--- config.mk ---
export PLATFORM = sky130hd
export DESIGN_NAME = escape_run_length_decoder
export DESIGN_NICKNAME = d
export VERILOG_FILES = /design/src/hdl/erld_pkg.sv /design/src/hdl/escape_run_length_decoder.sv /design/src/hdl/erld_front.sv /design/src/hdl/erld_queue.sv /design/src/hdl/erld_back.sv
export SDC_FILE = /design/constraint.sdc
export NUM_CORES = 1
export LEC_CHECK = 0
export BUFFER_PORTS_ARGS = -buffer_cell sky130_fd_sc_hd__buf_2
export CORE_UTILIZATION = 54
export CTS_CLUSTER_DIAMETER = 150
export DETAILED_ROUTE_END_ITERATION = 16
export PLACE_DENSITY = 0.86
export SLEW_MARGIN = 25
export SYNTH_ARGS = -nofsm -noshare
export SYNTH_HDL_FRONTEND = slang
export SYNTH_SLANG_ARGS = --single-unit
--- constraint.sdc ---
create_clock -name clk -period 4.2 [get_ports clk]
set_clock_uncertainty 0.2 [all_clocks]
set_input_delay 0.63 -clock clk [delete_from_list [all_inputs] [get_ports clk]]
set_output_delay 0.63 -clock clk [all_outputs]
set_load 0.02 [all_outputs]
--- src/hdl/erld_pkg.sv ---
`timescale 1ns / 1ps

package erld_pkg;

    localparam int COUNT_BITS  = 32;
    localparam int POS_BITS    = 32;
    localparam int BYTE_BITS   = 8;
    localparam int COPY_BITS   = 4;
    localparam int CFG_W       = 64;
    localparam int CFG_IDX_W   = 2;
    localparam int LIMIT_BITS  = 32;
    localparam int QUEUE_DEPTH = 4;
    localparam int QPTR_BITS   = $clog2(QUEUE_DEPTH);

    localparam logic [BYTE_BITS-1:0]  ESC_RESET   = 8'h07;
    localparam logic [BYTE_BITS-1:0]  CODE_LIT    = 8'h00;
    localparam logic [LIMIT_BITS-1:0] LIMIT_RESET = '1;

    typedef enum logic [CFG_IDX_W-1:0] {
        CFG_ESCAPE    = 2'd0,
        CFG_DICT_LOW  = 2'd1,
        CFG_DICT_HIGH = 2'd2,
        CFG_LIMIT     = 2'd3
    } cfg_reg_e;

    typedef struct packed {
        logic [BYTE_BITS-1:0]  esc_value;
        logic [CFG_W-1:0]      dict_low;
        logic [CFG_W-1:0]      dict_high;
        logic [LIMIT_BITS-1:0] output_limit;
    } cfg_t;

    typedef struct packed {
        logic [BYTE_BITS-1:0] value;
        logic [COPY_BITS-1:0] copies;
        logic                 last;
        logic                 marker;
    } cmd_t;

    typedef struct packed {
        logic full;
        logic empty;
    } queue_stat_t;

    function automatic logic [BYTE_BITS-1:0] dict_entry(
        input logic [CFG_W-1:0]     lo,
        input logic [CFG_W-1:0]     hi,
        input logic [COPY_BITS-1:0] idx
    );
        logic [CFG_W-1:0] word;
        word = idx[COPY_BITS-1] ? hi : lo;
        return word[idx[COPY_BITS-2:0] * BYTE_BITS +: BYTE_BITS];
    endfunction

endpackage

--- src/hdl/escape_run_length_decoder.sv ---
`timescale 1ns / 1ps
// Channel | Handshake           | Payload
// in      | in_valid / in_ready | data_byte, is_last
// out     | out_valid/out_ready | out_byte, has_byte, stored, position, run_last, stream_end
// cfg     | cfg_we              | cfg_index, cfg_data
//
// A literal byte is written into the request queue on accept and then moves from the queue
// head into the output register; an escape run of n copies gives n results in the back end.
// Throughput is set by the back end emitting one result per cycle from the queue head while
// the output register is free or out_ready is high. Input stalls only when the 4-entry
// request queue is full; a result held in the output register stalls the back end.
// Reset clears the escape flag, the queue and the output count, and returns the config
// registers to their reset values.

module escape_run_length_decoder (
    input  logic                            clk,
    input  logic                            rst_n,
    input  logic                            cfg_we,
    input  logic [erld_pkg::CFG_IDX_W-1:0]  cfg_index,
    input  logic [erld_pkg::CFG_W-1:0]      cfg_data,
    input  logic                            in_valid,
    output logic                            in_ready,
    input  logic [erld_pkg::BYTE_BITS-1:0]  data_byte,
    input  logic                            is_last,
    output logic                            out_valid,
    input  logic                            out_ready,
    output logic [erld_pkg::BYTE_BITS-1:0]  out_byte,
    output logic                            has_byte,
    output logic                            stored,
    output logic [erld_pkg::POS_BITS-1:0]   position,
    output logic                            run_last,
    output logic                            stream_end
);
    import erld_pkg::*;

    cfg_t        cfg_reg;
    cfg_t        cfg_next;
    logic        push;
    logic        pop;
    cmd_t        push_cmd;
    cmd_t        head;
    queue_stat_t qstat;

    always_comb
    begin
        cfg_next = cfg_reg;
        if (cfg_we)
        begin
            unique case (cfg_index)
                CFG_ESCAPE:    cfg_next.esc_value    = cfg_data[BYTE_BITS-1:0];
                CFG_DICT_LOW:  cfg_next.dict_low     = cfg_data;
                CFG_DICT_HIGH: cfg_next.dict_high    = cfg_data;
                CFG_LIMIT:     cfg_next.output_limit = cfg_data[LIMIT_BITS-1:0];
                default:       cfg_next = cfg_reg;
            endcase
        end
    end

    always_ff @(posedge clk or negedge rst_n)
    begin
        if (!rst_n)
        begin
            cfg_reg.esc_value    <= ESC_RESET;
            cfg_reg.dict_low     <= '0;
            cfg_reg.dict_high    <= '0;
            cfg_reg.output_limit <= LIMIT_RESET;
        end
        else
            cfg_reg <= cfg_next;
    end

    erld_front u_front (
        .clk       (clk),
        .rst_n     (rst_n),
        .cfg       (cfg_reg),
        .in_valid  (in_valid),
        .in_ready  (in_ready),
        .data_byte (data_byte),
        .is_last   (is_last),
        .qstat     (qstat),
        .push      (push),
        .push_cmd  (push_cmd)
    );

    erld_queue u_queue (
        .clk      (clk),
        .rst_n    (rst_n),
        .push     (push),
        .push_cmd (push_cmd),
        .pop      (pop),
        .head     (head),
        .qstat    (qstat)
    );

    erld_back u_back (
        .clk        (clk),
        .rst_n      (rst_n),
        .cfg        (cfg_reg),
        .head       (head),
        .qstat      (qstat),
        .pop        (pop),
        .out_valid  (out_valid),
        .out_ready  (out_ready),
        .out_byte   (out_byte),
        .has_byte   (has_byte),
        .stored     (stored),
        .position   (position),
        .run_last   (run_last),
        .stream_end (stream_end)
    );

    a_end_closes_run: assert property (@(posedge clk) disable iff (!rst_n)
        out_valid && stream_end |-> run_last)
        else $error("stream end without run end");

    a_marker_not_stored: assert property (@(posedge clk) disable iff (!rst_n)
        out_valid && !has_byte |-> !stored && stream_end && out_byte == '0)
        else $error("bad end marker");

    a_queue_drains: assert property (@(posedge clk) disable iff (!rst_n)
        !out_valid && !qstat.empty |=> out_valid)
        else $error("queued request not issued");

    a_stall_only_full: assert property (@(posedge clk) disable iff (!rst_n)
        !in_ready |-> qstat.full && !qstat.empty)
        else $error("input stalled with room in queue");

endmodule

--- src/hdl/erld_front.sv ---
`timescale 1ns / 1ps

module erld_front (
    input  logic                          clk,
    input  logic                          rst_n,
    input  erld_pkg::cfg_t                cfg,
    input  logic                          in_valid,
    output logic                          in_ready,
    input  logic [erld_pkg::BYTE_BITS-1:0] data_byte,
    input  logic                          is_last,
    input  erld_pkg::queue_stat_t         qstat,
    output logic                          push,
    output erld_pkg::cmd_t                push_cmd
);
    import erld_pkg::*;

    logic escape_pending_reg;
    logic escape_pending_next;
    logic accept;
    cmd_t cmd;

    assign in_ready = !qstat.full;
    assign accept   = in_valid && in_ready;

    always_comb
    begin
        cmd.value  = data_byte;
        cmd.copies = '0;
        cmd.last   = is_last;
        if (escape_pending_reg)
        begin
            if (data_byte == CODE_LIT)
            begin
                cmd.value  = cfg.esc_value;
                cmd.copies = COPY_BITS'(1);
            end
            else
            begin
                cmd.value  = dict_entry(cfg.dict_low, cfg.dict_high,
                                        data_byte[COPY_BITS-1:0]);
                cmd.copies = data_byte[BYTE_BITS-1:COPY_BITS];
            end
        end
        else if (data_byte != cfg.esc_value || is_last)
        begin
            cmd.copies = COPY_BITS'(1);
        end
        cmd.marker = (cmd.copies == '0);
    end

    // drop items that give no result and do not close the stream
    assign push     = accept && (!cmd.marker || is_last);
    assign push_cmd = cmd;

    always_comb
    begin
        escape_pending_next = escape_pending_reg;
        if (accept)
            escape_pending_next = !escape_pending_reg && !is_last
                                  && (data_byte == cfg.esc_value);
    end

    always_ff @(posedge clk or negedge rst_n)
    begin
        if (!rst_n)
            escape_pending_reg <= 1'b0;
        else
            escape_pending_reg <= escape_pending_next;
    end

endmodule

--- src/hdl/erld_queue.sv ---
`timescale 1ns / 1ps

module erld_queue (
    input  logic                  clk,
    input  logic                  rst_n,
    input  logic                  push,
    input  erld_pkg::cmd_t        push_cmd,
    input  logic                  pop,
    output erld_pkg::cmd_t        head,
    output erld_pkg::queue_stat_t qstat
);
    import erld_pkg::*;

    cmd_t                 mem [QUEUE_DEPTH];
    logic [QPTR_BITS-1:0] wr_ptr_reg;
    logic [QPTR_BITS-1:0] wr_ptr_next;
    logic [QPTR_BITS-1:0] rd_ptr_reg;
    logic [QPTR_BITS-1:0] rd_ptr_next;
    logic [QPTR_BITS:0]   count_reg;
    logic [QPTR_BITS:0]   count_next;

    assign qstat.full  = (count_reg == (QPTR_BITS+1)'(QUEUE_DEPTH));
    assign qstat.empty = (count_reg == '0);
    assign head        = mem[rd_ptr_reg];

    always_comb
    begin
        wr_ptr_next = push ? QPTR_BITS'(wr_ptr_reg + 1'b1) : wr_ptr_reg;
        rd_ptr_next = pop  ? QPTR_BITS'(rd_ptr_reg + 1'b1) : rd_ptr_reg;
        count_next  = count_reg;
        if (push && !pop)
            count_next = (QPTR_BITS+1)'(count_reg + 1'b1);
        else if (pop && !push)
            count_next = (QPTR_BITS+1)'(count_reg - 1'b1);
    end

    always_ff @(posedge clk)
    begin
        if (push)
            mem[wr_ptr_reg] <= push_cmd;
    end

    always_ff @(posedge clk or negedge rst_n)
    begin
        if (!rst_n)
        begin
            wr_ptr_reg <= '0;
            rd_ptr_reg <= '0;
            count_reg  <= '0;
        end
        else
        begin
            wr_ptr_reg <= wr_ptr_next;
            rd_ptr_reg <= rd_ptr_next;
            count_reg  <= count_next;
        end
    end

endmodule

--- src/hdl/erld_back.sv ---
`timescale 1ns / 1ps

module erld_back (
    input  logic                            clk,
    input  logic                            rst_n,
    input  erld_pkg::cfg_t                  cfg,
    input  erld_pkg::cmd_t                  head,
    input  erld_pkg::queue_stat_t           qstat,
    output logic                            pop,
    output logic                            out_valid,
    input  logic                            out_ready,
    output logic [erld_pkg::BYTE_BITS-1:0]  out_byte,
    output logic                            has_byte,
    output logic                            stored,
    output logic [erld_pkg::POS_BITS-1:0]   position,
    output logic                            run_last,
    output logic                            stream_end
);
    import erld_pkg::*;

    logic [COPY_BITS-1:0]  done_reg;
    logic [COPY_BITS-1:0]  done_next;
    logic [COUNT_BITS-1:0] count_reg;
    logic [COUNT_BITS-1:0] count_next;
    logic                  out_valid_reg;
    logic                  out_valid_next;
    logic [BYTE_BITS-1:0]  out_byte_reg;
    logic                  has_byte_reg;
    logic                  stored_reg;
    logic [POS_BITS-1:0]   position_reg;
    logic                  run_last_reg;
    logic                  stream_end_reg;
    logic                  emit;
    logic                  fin;
    logic [63:0]           count_wide;
    logic [POS_BITS-1:0]   pos;

    assign emit = !qstat.empty && (!out_valid_reg || out_ready);
    assign fin  = head.marker || (COPY_BITS'(done_reg + 1'b1) == head.copies);
    assign pop  = emit && fin;

    assign count_wide = 64'(count_reg);
    assign pos = (count_wide > 64'(LIMIT_RESET)) ? '1 : count_wide[POS_BITS-1:0];

    always_comb
    begin
        done_next = done_reg;
        if (pop)
            done_next = '0;
        else if (emit)
            done_next = COPY_BITS'(done_reg + 1'b1);
    end

    always_comb
    begin
        count_next = count_reg;
        if (emit)
        begin
            if (fin && head.last)
                count_next = '0;
            else if (count_reg != '1)
                count_next = COUNT_BITS'(count_reg + 1'b1);
        end
    end

    always_comb
    begin
        out_valid_next = out_valid_reg;
        if (emit)
            out_valid_next = 1'b1;
        else if (out_ready)
            out_valid_next = 1'b0;
    end

    always_ff @(posedge clk)
    begin
        if (emit)
        begin
            out_byte_reg   <= head.marker ? '0 : head.value;
            has_byte_reg   <= !head.marker;
            stored_reg     <= !head.marker && (pos < cfg.output_limit);
            position_reg   <= pos;
            run_last_reg   <= fin;
            stream_end_reg <= fin && head.last;
        end
    end

    always_ff @(posedge clk or negedge rst_n)
    begin
        if (!rst_n)
        begin
            done_reg      <= '0;
            count_reg     <= '0;
            out_valid_reg <= 1'b0;
        end
        else
        begin
            done_reg      <= done_next;
            count_reg     <= count_next;
            out_valid_reg <= out_valid_next;
        end
    end

    assign out_valid  = out_valid_reg;
    assign out_byte   = out_byte_reg;
    assign has_byte   = has_byte_reg;
    assign stored     = stored_reg;
    assign position   = position_reg;
    assign run_last   = run_last_reg;
    assign stream_end = stream_end_reg;

endmodule

Word level (Yosys, flattened, before mapping):

Memories as Yosys holds them, arrays and structs flattened.
Index checks and enable logic that the tools add are counted.
W data, S select, Z words.

* register bits: 257
* RAM bits: 56
* input port bits: 80
* output and inout port bits: 46
* logic and storage cells: 87
* memories: 1

* add/sub/neg operators: 6
* magnitude comparators: 2
* equal/unequal tests: 8
* shifts and indexed selects: 1
* mux-type cells: 16
* reductions and logical operators: 36

Memories
* u_queue.mem: depth 4, bits a word 14, rd ports 1, clocked after memory_dff 0, wr ports 1, RTL line erld_queue.sv:14 `cmd_t mem [QUEUE_DEPTH];`

Operators with widths (number)
* $mux W32: 3
* $mux W64: 1
* $shiftx A64 B7 Y8: 1
* $add A32 B1 Y32 const B: 1
* $gt A32 B32 Y1 const B: 1
* $lt A32 B32 Y1: 1
* $ne A32 B32 Y1 const B: 1
* $mux W12: 1
* $mux W4: 3
* $logic_and A1 B1 Y1: 10
* $reduce_and A2 Y1: 5
* $logic_not A1 Y1: 9
* $eq A8 B8 Y1: 1
* $logic_not A8 Y1: 1
* $mux W8: 1
* $ne A8 B8 Y1: 1
* $reduce_bool A2 Y1: 4
* $mux W3: 2
* $mux W1: 5
* $add A2 B1 Y2 const B: 2
* $add A4 B1 Y4 const B: 1
* $eq A2 B2 Y1 const B: 2
* $eq A4 B4 Y1: 1
* $logic_not A4 Y1: 1
* other kinds (7): 10

Depth between registers and ports, before layout:

Gate-level depths: netlist of the first run.

* word-level depth: 12
* depth in mapped cells: 12
* mapped depth without buffers: 11

By module:

A second synthesis of the first run with hierarchy kept.

* cell total of the unflattened synthesis: 1033
* area total of the unflattened synthesis: 14797.9 µm²

By module, submodules not included
* escape_run_length_decoder: times used 1, cells an instance 357, area each 6337.3 µm², sequential area each 4247.8 µm²
* erld_back: times used 1, cells an instance 430, area each 4601.9 µm², sequential area each 2247.2 µm²
* erld_queue: times used 1, cells an instance 107, area each 2446.1 µm², sequential area each 1856.8 µm²
* erld_front: times used 1, cells an instance 139, area each 1412.6 µm², sequential area each 25.0 µm²

Least setup slack after synthesis of the first run:

No wires, ideal clock.

* path kind: input-to-reg
* from: input out_ready
* to: register u_queue.count_reg[1]
* arrival: 3.765 ns
* data required time: 3.875 ns
* path slack: 0.111 ns
* cell stages on the path: 9
* buffers on the path: 1
* path through: nand2b_1 nand2_1 inv_1 clkbuf_1 nand2_1 ha_1 inv_1 fa_1 mux2_2

* longest elaborated chain between the ends: 6

Ends and longest elaborated chain
* start: declaration: RTL line escape_run_length_decoder.sv:26 `input logic out_ready,`
* $logic_or A1 B1 Y1: RTL line erld_back.sv:38 `assign emit = !qstat.empty && (!out_valid_reg || out_ready);`
* $logic_and A1 B1 Y1: RTL line erld_back.sv:38
* named net u_back.emit: RTL line erld_back.sv:33 `logic emit;`
* $logic_and A1 B1 Y1: RTL line erld_back.sv:40 `assign pop = emit && fin;`
* $logic_not A1 Y1: RTL line erld_queue.sv:31 `if (push && !pop)`
* $logic_and A1 B1 Y1: RTL line erld_queue.sv:31
* $mux W3: RTL line erld_queue.sv:31
* named net u_queue.count_next[1]: RTL line erld_queue.sv:20 `logic [QPTR_BITS:0] count_next;`
* end signal: assignment: RTL line erld_queue.sv:55 `count_reg <= count_next;`
* end: declaration: RTL line erld_queue.sv:19 `logic [QPTR_BITS:0] count_reg;`

The timed path passes the listed nets, and every way through them passes these cells.
A chain may end at the register's enable or synchronous reset.

Worst setup path in the final report of the first run:

* from: register u_queue.rd_ptr_reg[0]
* to: register u_queue.count_reg[1]

* longest elaborated chain between the ends: 7

Ends and longest elaborated chain
* start: declaration: RTL line erld_queue.sv:17 `logic [QPTR_BITS-1:0] rd_ptr_reg;`
* start signal: assignment: RTL line erld_queue.sv:54 `rd_ptr_reg <= rd_ptr_next;`
* $mem_v2 Z4 W14 *
* $eq A4 B4 Y1: RTL line erld_back.sv:39 `assign fin = head.marker || (COPY_BITS'(done_reg + 1'b1) == head.copies);`
* $logic_or A1 B1 Y1 *: RTL line erld_back.sv:39
* named net u_back.fin: RTL line erld_back.sv:34 `logic fin;`
* $logic_and A1 B1 Y1 *: RTL line erld_back.sv:40
* $logic_not A1 Y1 *: RTL line erld_queue.sv:31
* $logic_and A1 B1 Y1 *: RTL line erld_queue.sv:31
* $mux W3 *: RTL line erld_queue.sv:31
* named net u_queue.count_next[1]: RTL line erld_queue.sv:20

Mark *: on every way through the listed nets, which the timed path passes. The rest lies on a longest branch.

==> summary.txt, run 1 <==
Placement
  – DP HPWL: around 21000 um
  – Dpl ws: 0.366 ns
  – DP Cell Count: 1397
  – IO Port Bufs: about 130
  – Placer congestion estimate: between 0.8 and 0.9

Clock network
  – CTS Sinks: between 300 and 400
  – Total setup buffers inserted after CTS: 0
  – Post-CTS Resized: 0
  – CTS H-tree depth: 1
  – Worst-Skew Late Latency: about 0.55 ns
  – CTS tree: yes
  – Clk root buf: clkbuf_16
  – Cts hold-fix bufs: 0
  – CTS Buf Count: 31
  – Clock transition at path regs: 0.07 ns
  – Longest Clk Path Bufs: 3

Hold path
  – Hold Crit Depth: 2
  – Hold WC Path Type: primary input to register
  – Hold endpoint: cfg_reg[73]
  – Hold Startpoint: cfg_data[41]

Power and ir drop
  – Maximum vdd ir drop: a little over 500 uV
  – Pint: roughly 0.0065 W
  – Reg power frac: 46.7%
  – Power per cell area: ~560 nW/um^2
  – Comb pwr share: around 24%
  – Psw: roughly 0.0027 W
  – Clock Power Share: 29.0%
  – Net Sw Frac: between 20% and 30%
  – P_leak: between 6 and 7 nW

Routing
  – Drt drc: 0
  – DR iter-0 viols: 680
  – Via density per instance: slightly below 6
  – Routed Antenna Nets: 0
  – WL final: a little over 30000 um
  – Post-DR wirelength/cell: about 21 um
  – Via Count: roughly 8600
  – DR pass1 iterations: 7

Critical path
  – R2r setup slk: 0.66 ns
  – FF-to-FF path depth: 9
  – Crit-path slowest cell: dfrtp_1
  – CP Data Arrival Time: ~3.8 ns
  – CP Class: register to register
  – Worst path cell trace: mux4_2 -> xnor2_1 -> o41ai_4 -> buf_4 -> nand2_1 -> ha_1 -> inv_1 -> fa_1 -> mux2_2
  – Crit path capture type: register
  – RR Endpoint: u_queue.count_reg[1]
  – R2r startpoint: u_queue.rd_ptr_reg[0]
  – Crit path largest cell delay: 0.75 ns
  – Critical path launch point type: register
  – Data required, critical path: 4.44 ns
  – CP Max Fanout: 11

Floorplanning
  – I/O pin cnt: ~130
  – Initial core utilization: around 55%
  – Die area: between 20000 and 30000 um^2
  – Core Box Area: 26000 um^2
  – Chip width: 164 um
  – # rows: between 50 and 60
  – Die Span Y: 164 um

Finish
  – Final net count: around 1200
  – Fillers: 1862
  – Share of cells above drive strength 1: 41.2%
  – P&R area growth vs syn: 14.5%
  – Final non-filler cell total: ~1500
  – Max FFs per register: between 150 and 200

Timing
  – Final setup viols: 0
  – Final hold violation count: 0
  – Setup ws final: approximately 0.66 ns
  – Worst slew margin: 39.8%
  – Slew Limit Fails: 0
  – Min cycle time layout: 3.54 ns
  – Worst-Margin Slew: 0.903 ns
  – RSZ-0062 raised after global routing: false
  – Ratio of final minimum period to clock period: between 80% and 90%
  – Setup TNS: 0 ns
  – Peak Freq: around 0.28 GHz

Synthesis
  – Cell area after synthesis: ~14000 um^2
  – Seq/Total Area, Yosys: 58.9%
  – Post-synth top cells: 178 x dfrtp_1, 170 x mux2_2, 100 x edfxtp_1, 53 x mux4_2
  – Synth Net Count: 1077
  – Post-synth EDFFs: 100
  – Post-synth ARST share: between 60% and 70%
  – Yosys cell types: 57
  – Warnings, synthesis: 0
  – Yosys reg bits: around 310
  – Most numerous cell in the Yosys netlist: dfrtp_1
  – Synth area leaders: dfrtp_1 31%, edfxtp_1 21%, mux2_2 13%
  – Synth top area share: between 30% and 40%
  – Synth Instances: between 900 and 1000
  – Average size of a mapped cell: between 10 and 15 um^2
  – Dominant cell type by area after synthesis: dfrtp_1
  – Top FF cell, synth: dfrtp_1

Global route
  – First-pass GRT wire length: between 40000 and 50000 um
  – Initial antenna violation count: 2
  – Gr usage total: a little under a quarter
  – Largest net degree at the start of global routing: roughly 120
  – Vias in the first global route: between 8000 and 9000
  – Grt total ovfl: 0

Status
  – Status: completed

Flow run
  – Total of max-cap violations: 0
==> per-layer routing <==
| metal | part of all wire [%] | global-route usage (%) | vias to the layer above |
|---|---|---|---|
| met5 | 0.039 | 0 | - |
| met4 | 3.1 | 8.08 | 2 |
| met3 | 6.0 | 4.34 | 70 |
| met2 | 50 | 39.3 | 277 |
| met1 | 41 | 31.3 | 4419 |
| li1 | - | - | 3850 |
==> per-stage QoR <==
step                      hold WS, ns  total power (W)  cell area (um^2)  util (%)
after floorplan                 0.134          0.00583             14200         -
after global placement          0.278          0.00644             15300      58.7
after detailed placement        0.283          0.00658             15300      58.7
after CTS                      0.0629          0.00924             16300      62.6
after global routing            0.119          0.00961             16300      62.7
final                           0.125          0.00918             16300      62.7
==> critical path: cells and delay by family, from the launching register on <==
kind | cells | cell delay (ns)
AO/OA/AOI/OAI | 1 | 0.36
XOR/XNOR | 1 | 0.19
adder cells (fa/ha/maj) | 2 | 0.64
buffers and inverters | 2 | 0.29
flip-flops | 1 | 0.75
multiplexers | 2 | 0.90
AND/OR/NAND/NOR | 1 | 0.10
==> cells in the final DEF (no fill, tap or decap), drive strengths merged, types with 3 or more instances in the layout <==
master / n
or4: 4
dfstp: 35
and2: 8
buf: 145
xnor2: 11
or3: 6
mux4: 54
nor3: 10
clkinv: 7
nand4: 21
and3: 7
clkbuf: 46
a211oi: 3
o211ai: 4
edfxtp: 100
o21ai: 14
inv: 45
nand2: 30
a21o: 15
mux2: 172
nor2b: 9
a21oi: 22
nand2b: 3
nand3: 19
xor2: 25
nor2: 44
nor4: 8
mux2i: 10
clkinvlp: 3
and4: 5
ha: 38
dfrtp: 178
==> logic make-up (layout without fill, tap and decap cells) <==
| group | Yosys count | after routing | share of synthesized area, % |
|---|---|---|---|
| xor gates and xnor gates | 37 | 37 | 2.37 |
| muxes | 236 | 236 | 22.9 |
| AOI/OAI and AO/OA | 68 | 68 | 3.30 |
| buffers and inverters | 85 | 248 | 2.44 |
| DFF | 313 | 313 | 58.9 |
| and+or+nand+nor | 180 | 180 | 6.64 |
| other | 0 | 1 | 0 |
| adders and majority gates | 39 | 39 | 3.48 |
==> power by group through the flow <==
stage / Clock [W] / Combinational (W) / Sequential (W)
floorplan: 0 / 0.00145 / 0.00438
global placement: 0 / 0.00215 / 0.00429
detailed placement: 0 / 0.00224 / 0.00434
CTS: 0.00270 / 0.00225 / 0.00429
global route: 0.00282 / 0.00243 / 0.00437
finish: 0.00266 / 0.00223 / 0.00429
==> cell type report <==
type                       count  area, um^2  share of cell area, %
antenna                        1        2.50                 0.0154
clock buffer                  45         900                   5.52
clock inverter                12        90.1                  0.553
inverter                      44         165                   1.01
multi-input combinational    560        5510                   33.8
sequential                   313        8380                   51.4
tap                          335         419                   2.57
timing repair buffer         147         835                   5.12
==> worst max path at each step <==
stage,startpoint,end,depth (start not counted)
4_1_cts,u_queue.rd_ptr_reg[0],u_queue.count_reg[1],9
3_3_place_gp,data_byte[5],u_queue.count_reg[2],12
6_report,u_queue.rd_ptr_reg[0],u_queue.count_reg[1],9
2_1_floorplan,out_ready,u_queue.count_reg[1],9
5_1_grt,u_queue.rd_ptr_reg[0],u_queue.count_reg[1],9
3_5_place_dp,data_byte[1],u_queue.count_reg[1],10
Power figures use the tool's default switching activity.
==> run 2, diff against run 1 <==
ABC_AREA = 1   (was not set)
CORE_UTILIZATION = 60   (was 54)
PLACE_DENSITY = 0.9   (was 0.86)
clock period = 3.5 ns   (was 4.2 ns; I/O delays follow)
==> run 2 against run 1 <==
- utilization increased by 6.5 points
- critical path depth increased by 4
- maximum frequency increased by 18%
- design area increased by 3.2%
- clock power increased by 20%
- critical path type unchanged
- critical endpoint unchanged
- highest routed layer is now met4
==> summary.txt, run 2 <==
Status
  – Status: completed

Flow run
  – Total of max-cap violations: 0 (unchanged)

Synthesis
  – Yosys cell types: 40 (-30%)
  – Yosys reg bits: 313 (unchanged)
  – Top FF cell, synth: dfrtp_1
  – Cell area after synthesis: 14900 um^2 (+4.4%)
  – Synth Instances: 1664 (+74%)
  – Post-synth ARST share: 68.1% (unchanged)
  – Warnings, synthesis: 0 (unchanged)
  – Seq/Total Area, Yosys: 56.4% (-2.5 points)
  – Post-synth EDFFs: 100 (unchanged)
  – Post-synth top cells: 369 x nand2_1, 272 x o21ai_0, 178 x dfrtp_1, 167 x inv_1, 158 x nor2_1
  – Average size of a mapped cell: 8.93 um^2 (-40%)
  – Dominant cell type by area after synthesis: dfrtp_1
  – Most numerous cell in the Yosys netlist: nand2_1
  – Synth area leaders: dfrtp_1 30%, edfxtp_1 20%, nand2_1 9.3%
  – Synth Net Count: 1783 (+66%)
  – Synth top area share: 30.0% (-1.3 points)

Critical path
  – CP Class: register to register
  – Crit-path slowest cell: dfrtp_1
  – Start point of the critical path: u_front.escape_pending_reg
  – Crit path largest cell delay: 0.57 ns (-0.18 ns)
  – CP Data Arrival Time: 3.26 ns (-0.52 ns)
  – Worst path bufs/invs: 2 (unchanged)
  – Crit path capture type: register
  – Critical path launch point type: register
  – CP Max Fanout: 20 (+9)
  – Family with the most delay on the worst path: simple AND/OR/NAND/NOR gates
  – R2r startpoint: u_front.escape_pending_reg
  – Data required, critical path: 3.75 ns (-0.69 ns)
  – Cell mode on critical path: nor2_1
  – Worst path cell trace: nor2_1 -> o21ai_0 -> nor2_1 -> nand3_1 -> o21ai_0 -> nand3b_1 -> nand2_1 -> inv_1 -> ha_1 -> inv_1 -> fa_1 -> nor2_1 -> a21oi_1

Timing
  – Final setup viols: 0 (unchanged)
  – Slew Limit Fails: 0 (unchanged)
  – RSZ-0062 raised after global routing: false
  – Setup TNS: 0 ns (unchanged)
  – Setup ws final: 0.492 ns (-0.169 ns)
  – Hold_ws: 0.00928 ns (-0.116 ns)
  – Worst slew margin: 44.8% (+5.0 points)
  – Ratio of final minimum period to clock period: 86.0% (+1.7 points)
  – Final hold violation count: 0 (unchanged)
  – Peak Freq: 0.332 GHz (+18%)
  – Worst-Margin Slew: 0.828 ns (-0.0752 ns)
  – Min cycle time layout: 3.01 ns (-0.531 ns)

Finish
  – P&R area growth vs syn: 13.2%
  – Most frequent cells in the layout: 369 x nand2_1, 272 x o21ai_0, 178 x dfrtp_1
  – Max FFs per register: 168 (unchanged)
  – Share of cells above drive strength 1: 14.0% (-27 points)
  – Final net count: 1886 (+55%)
  – Most common cell after layout, fill and taps aside: nand2_1
  – Fillers: 1782 (-4.3%)
  – Final non-filler cell area: 16800 um^2 (+3.2%)
  – Final non-filler cell total: 2116 (+45%)
  – Multi-input logic area: 5530 um^2 (+0.43%)
  – # diodes: 0 (-1)
  – Total area of sequential cells: 8380 um^2 (unchanged)

Routing
  – Via Count: 12300 (+42%)
  – Post-DR wirelength/cell: 17.3 um (-18%)
  – DR iter-0 viols: 1309 (+93%)
  – Routed Antenna Nets: 0 (unchanged)
  – WL final: 36600 um (+19%)
  – Via density per instance: 5.80 (-1.9%)
  – DR pass1 iterations: 7 (unchanged)
  – Drt drc: 0 (unchanged)

Placement
  – Dpl ws: 0.412 ns (+0.0459 ns)
  – Placed inst area: 15800 um^2 (+3.5%)
  – DP Cell Count: 2055 (+47%)
  – DP HPWL: 24200 um (+13%)
  – Placer congestion estimate: 0.930 (+5.8%)
  – IO Port Bufs: 125 (unchanged)

Floorplanning
  – # rows: 57 (-3.4%)
  – I/O pin cnt: 126 (unchanged)
  – Die area: 25400 um^2 (-5.9%)
  – Chip width: 159 um (-3.0%)
  – Initial core utilization: 61.1% (+6.3 points)
  – Core Box Area: 24300 um^2 (-6.4%)
  – Die Span Y: 159 um (-3.0%)

Power and ir drop
  – Maximum vdd ir drop: 507 uV (+0.42%)
  – Psw: 0.00367 W (+36%)
  – Net Sw Frac: 33.5% (+4.0 points)
  – Pint: 0.00729 W (+13%)
  – Comb pwr share: 25.4% (+1.1 points)
  – Power per cell area: 652 nW/um^2 (+16%)
  – Reg power frac: 45.6% (-1.1 points)
  – Clock Power Share: 29.0% (about the same)
  – P_leak: 7.83 nW (+13%)

Clock network
  – CTS Buf Count: 31 (unchanged)
  – Clock transition at path regs: 0.06 ns (about the same)
  – Longest Clk Path Bufs: 3 (unchanged)
  – Clk root buf: clkbuf_16
  – Worst-Skew Late Latency: 0.57 ns (+0.02 ns)
  – Post-CTS Resized: 0 (unchanged)
  – CTS Sinks: 313 (unchanged)
  – CTS H-tree depth: 1 (unchanged)
  – CTS tree: yes

Global route
  – Initial antenna violation count: 0 (-2)
  – Gr usage total: 29.1% (+5.4 points)
  – Vias in the first global route: 11700 (+33%)
  – Grt total ovfl: 0 (unchanged)
  – Largest net degree at the start of global routing: 129 (+8.4%)
  – First-pass GRT wire length: 59400 um (+23%)

Hold path
  – Hold WC Path Type: primary input to register
  – Hold Startpoint: cfg_data[51]
## run 2: cell types whose count changed in the layout (fill, tap and decap cells not counted), sizes merged, moves of 14 or more
cell    previous run  this run
inv               45       171
nand2             30       374
mux4              54         0
nand4             21        48
o211ai             4        38
a21o              15         1
o21ai             14       273
nand3             19        60
mux2             172         0
nor2              44       161
## run 2: path summary, 6_finish.rpt
kind,endpoint,slack [ns],cells past startpoint
max in group asynchronous,cfg_reg[161],1.84,3
setup reg to reg,u_queue.count_reg[1],0.49,13
min in group asynchronous,cfg_reg[68],0.37,2
hold reg to reg,cfg_reg[124],0.28,2
hold / removal,cfg_reg[147],0.009,3
setup / recovery,u_queue.count_reg[1],0.49,13
## run 2: cell type report
cell class / instances / share of cell area, %
clock buffer: 45 / 5.36
clock inverter: 13 / 0.461
inverter: 169 / 3.77
tap: 324 / 2.41
timing repair buffer: 156 / 5.32
multi-input combinational: 1096 / 32.9
sequential: 313 / 49.8
## run 2: cell families after synthesis
logic type	after synthesis	synth area share (%)
AND/OR/NAND/NOR	674	19.0
AO/OA/AOI/OAI	350	12.7
flip-flops	313	56.4
buffers and inverters	255	6.72
adder cells (fa/ha/maj)	39	3.33
XOR/XNOR	33	1.94
## run 2: stage by stage
step           total power (W)  util [%]
2_1_floorplan          0.00686         -
3_3_place_gp           0.00761      65.0
3_5_place_dp           0.00778      65.0
4_1_cts                 0.0110      69.1
5_1_grt                 0.0115      69.2
6_report                0.0110      69.2
## run 2: repair_timing
item	CTS	global route
setup buffers	0	0
hold buffers	3	0
hold endpoints to repair	87	0
## run 2: worst reg2reg max path: stages, from the launching register on
cell      delay [ns]
dfrtp_1         0.57
nor2_1          0.16
o21ai_0         0.10
nor2_1          0.10
nand3_1         0.09
o21ai_0         0.24
nand3b_1        0.19
nand2_1         0.23
inv_1           0.12
ha_1            0.20
inv_1           0.10
fa_1            0.43
nor2_1          0.11
a21oi_1         0.05
## run 2: layer usage
metal  global-route usage (%)  vias to the layer above  share of wire, %  wire [um]
li1                         -                     5737                 -          -
met1                     39.3                     5830                41      14800
met2                     47.5                      582                48      17500
met3                     3.65                      131               7.2       2630
met4                     13.1                        0               4.4       1590
met5                        0                        -                 0          0
## run 2: power by group through the flow
stage	logic, W	clock network (W)	registers, W
CTS	0.00278	0.00320	0.00499
detailed placement	0.00274	0	0.00504
floorplan	0.00165	0	0.00521
global placement	0.00260	0	0.00500
global route	0.00310	0.00334	0.00507
finish	0.00278	0.00318	0.00500
==> run 3, diff against run 2 <==
CELL_PAD_IN_SITES_DETAIL_PLACEMENT = 0   (was not set)
CELL_PAD_IN_SITES_GLOBAL_PLACEMENT = 2   (was not set)
CORE_UTILIZATION = 37   (was 60)
PLACE_DENSITY = 0.89   (was 0.9)
SKIP_CTS_REPAIR_TIMING = 1   (was not set)
==> run 3 against run 2 <==
- flip-flop and latch count unchanged
- maximum frequency down 0.62%
- clock power increased by 13%
- combinational power about the same
- design area up 2.4%
- wire length increased by 6.5%
- sequential share of layout area decreased by 1.2 points
- highest routed layer unchanged
- hold slack better by 0.054 ns
- global-route usage fell by 9.7 points
- clock-buffer cell count rose by 10
==> summary.txt, run 3 (synthesized netlist as in run 2, its figures left out) <==
Critical path
  – Cell mode on critical path: nor2_1
  – FF-to-FF path depth: 13 (unchanged)
  – CP Max Fanout: 20 (unchanged)
  – R2r startpoint: u_front.escape_pending_reg
  – Crit path capture type: register
  – Data required, critical path: 3.71 ns (-0.04 ns)
  – RR Endpoint: u_queue.count_reg[1]
  – Crit-path slowest cell: dfrtp_1
  – Worst path cell trace: nor2_1 -> o21ai_0 -> nor2_1 -> nand3_1 -> o21ai_0 -> nand3b_1 -> nand2_1 -> inv_1 -> ha_1 -> inv_1 -> fa_1 -> nor2_1 -> a21oi_1
  – Critical path launch point type: register
  – CP Class: register to register
  – R2r setup slk: 0.47 ns (-0.02 ns)
  – CP Data Arrival Time: 3.24 ns (-0.02 ns)
  – Worst path bufs/invs: 2 (unchanged)
  – Family with the most delay on the worst path: simple AND/OR/NAND/NOR gates
  – Crit path largest cell delay: 0.59 ns (+0.02 ns)

Global route
  – First-pass GRT wire length: 62400 um (+5.0%)
  – Vias in the first global route: 11100 (-5.3%)
  – Initial antenna violation count: 1 (+1)
  – Grt total ovfl: 0 (unchanged)
  – Gr usage total: 19.3% (-9.7 points)
  – Largest net degree at the start of global routing: 87 (-33%)

Finish
  – P&R area growth vs syn: 15.9%
  – Final net count: 1888 (+0.11%)
  – Share of cells above drive strength 1: 13.9% (-0.071 points)
  – Most frequent cells in the layout: 369 x nand2_1, 272 x o21ai_0, 178 x dfrtp_1
  – Layout Utilization: 43.5% (-26 points)
  – Max FFs per register: 168 (unchanged)
  – Final non-filler cell area: 17200 um^2 (+2.4%)
  – Most common cell after layout, fill and taps aside: nand2_1

Timing
  – Worst slew margin: 52.5% (+7.8 points)
  – Slew Limit Fails: 0 (unchanged)
  – Setup TNS: 0 ns (unchanged)
  – Final hold violation count: 0 (unchanged)
  – Final setup viols: 0 (unchanged)
  – Setup ws final: 0.473 ns (-0.0189 ns)
  – Ratio of final minimum period to clock period: 86.5% (+0.54 points)
  – Peak Freq: 0.330 GHz (-0.62%)
  – Worst-Margin Slew: 0.712 ns (-0.116 ns)
  – RSZ-0062 raised after global routing: false
  – Min cycle time layout: 3.03 ns (+0.0189 ns)

Power and ir drop
  – Clock Power Share: 31.7% (+2.7 points)
  – Psw: 0.00369 W (+0.62%)
  – Net Sw Frac: 32.5% (-0.93 points)
  – P_leak: 7.89 nW (+0.68%)
  – Maximum vdd ir drop: 354 uV (-30%)
  – Comb pwr share: 24.6% (-0.8 points)
  – Power per cell area: 658 nW/um^2 (+1.0%)
  – Pint: 0.00765 W (+4.9%)
  – Reg power frac: 43.7% (-1.9 points)

Routing
  – WL final: 38900 um (+6.5%)
  – Via density per instance: 4.99 (-14%)
  – Routed Antenna Nets: 0 (unchanged)
  – Post-DR wirelength/cell: 16.8 um (-2.8%)
  – Drt drc: 0 (unchanged)
  – Via Count: 11600 (-5.8%)
  – DR pass1 iterations: 5 (-2)
  – DR iter-0 viols: 818 (-38%)

Placement
  – Placed inst area: 16100 um^2 (+1.8%)
  – Dpl ws: 0.318 ns (-0.0939 ns)
  – DP HPWL: 26800 um (+11%)
  – IO Port Bufs: 125 (unchanged)
  – Placer congestion estimate: 0.874 (-6.0%)

Floorplanning
  – Core Box Area: 39600 um^2 (+63%)
  – Die Span Y: 202 um (+27%)
  – I/O pin cnt: 126 (unchanged)
  – Initial core utilization: 37.5% (-24 points)
  – Die area: 41000 um^2 (+61%)
  – Chip width: 202 um (+27%)
  – # rows: 73 (+28%)

Clock network
  – Clock transition at path regs: 0.06 ns (about the same)
  – CTS H-tree depth: 2 (+1)
  – CTS tree: yes
  – Worst-Skew Late Latency: 0.53 ns (-0.04 ns)
  – Clk root buf: clkbuf_16
  – CTS Sinks: 313 (unchanged)
  – CTS Buf Count: 36 (+16%)
  – Longest Clk Path Bufs: 3 (unchanged)

Hold path
  – Hold endpoint: cfg_reg[147]
  – Hold Startpoint: cfg_data[51]
  – Hold WC Path Type: primary input to register
  – Hold Crit Depth: 3 (unchanged)

Status
  – Status: completed

Flow run
  – Total of max-cap violations: 0 (unchanged)
-- run 3: cell count changes in the layout (fill, tap and decap cells not counted), moves of 2 or more --
| cell | change |
|---|---|
| clkbuf_1 | +7 |
| buf_12 | +4 |
| buf_4 | -4 |
| clkbuf_16 | +4 |
| clkinv_2 | -3 |
| buf_6 | -2 |
| bufinv_16 | +2 |
| clkinv_1 | -2 |
-- run 3: worst max path at each step --
stage | from | to | slack [ns] | depth (start not counted)
2_1_floorplan | u_back.out_valid | u_back.has_byte | 0.40 | 4
3_3_place_gp | data_byte[1] | u_queue.count_reg[2] | 0.39 | 14
3_5_place_dp | data_byte[1] | u_queue.count_reg[2] | 0.32 | 14
4_1_cts | u_front.escape_pending_reg | u_queue.count_reg[1] | 0.51 | 13
5_1_grt | u_front.escape_pending_reg | u_queue.count_reg[1] | 0.11 | 13
6_report | u_front.escape_pending_reg | u_queue.count_reg[1] | 0.47 | 13
-- run 3: metrics by stage --
stage,cells,power (W),hold slack (ns)
4_1_cts,2317,0.0115,-0.208
3_5_place_dp,2254,0.00785,0.268
3_3_place_gp,2254,0.00777,0.260
2_1_floorplan,1664,0.00686,0.0294
5_1_grt,2320,0.0120,0.0585
6_report,2320,0.0113,0.0630
-- run 3: power by group through the flow --
stage	sequential (W)	clock, W	combinational, W
after floorplan	0.00521	0	0.00165
after global placement	0.00500	0	0.00277
after detailed placement	0.00502	0	0.00282
after CTS	0.00496	0.00369	0.00283
after global routing	0.00504	0.00383	0.00316
final	0.00496	0.00359	0.00279
-- run 3: area by class of cell --
type / count / area, um^2
flip-flops and latches: 313 / 8380
inverters: 169 / 634
clock buffers: 55 / 1010
clock inverters: 8 / 101
well taps: 525 / 657
fillers: 3939 / 22400
diodes: 1 / 2.50
multi-input cells: 1096 / 5530
repair buffers: 153 / 912
-- run 3: tightest hold or removal path: stages --
cell     delay (ns)
buf_2          0.10
inv_1          0.05
o21ai_0        0.07
-- run 3: layer usage --
layer  routed length [um]  vias to the layer above  global-route usage (%)  part of all wire [%]
li1                     -                     5741                       -                     -
met1                18300                     5506                    27.4                    47
met2                18000                      260                    30.6                    46
met3                 1690                       64                    2.82                   4.3
met4                  974                        0                    5.99                   2.5
met5                    0                        -                       0                     0
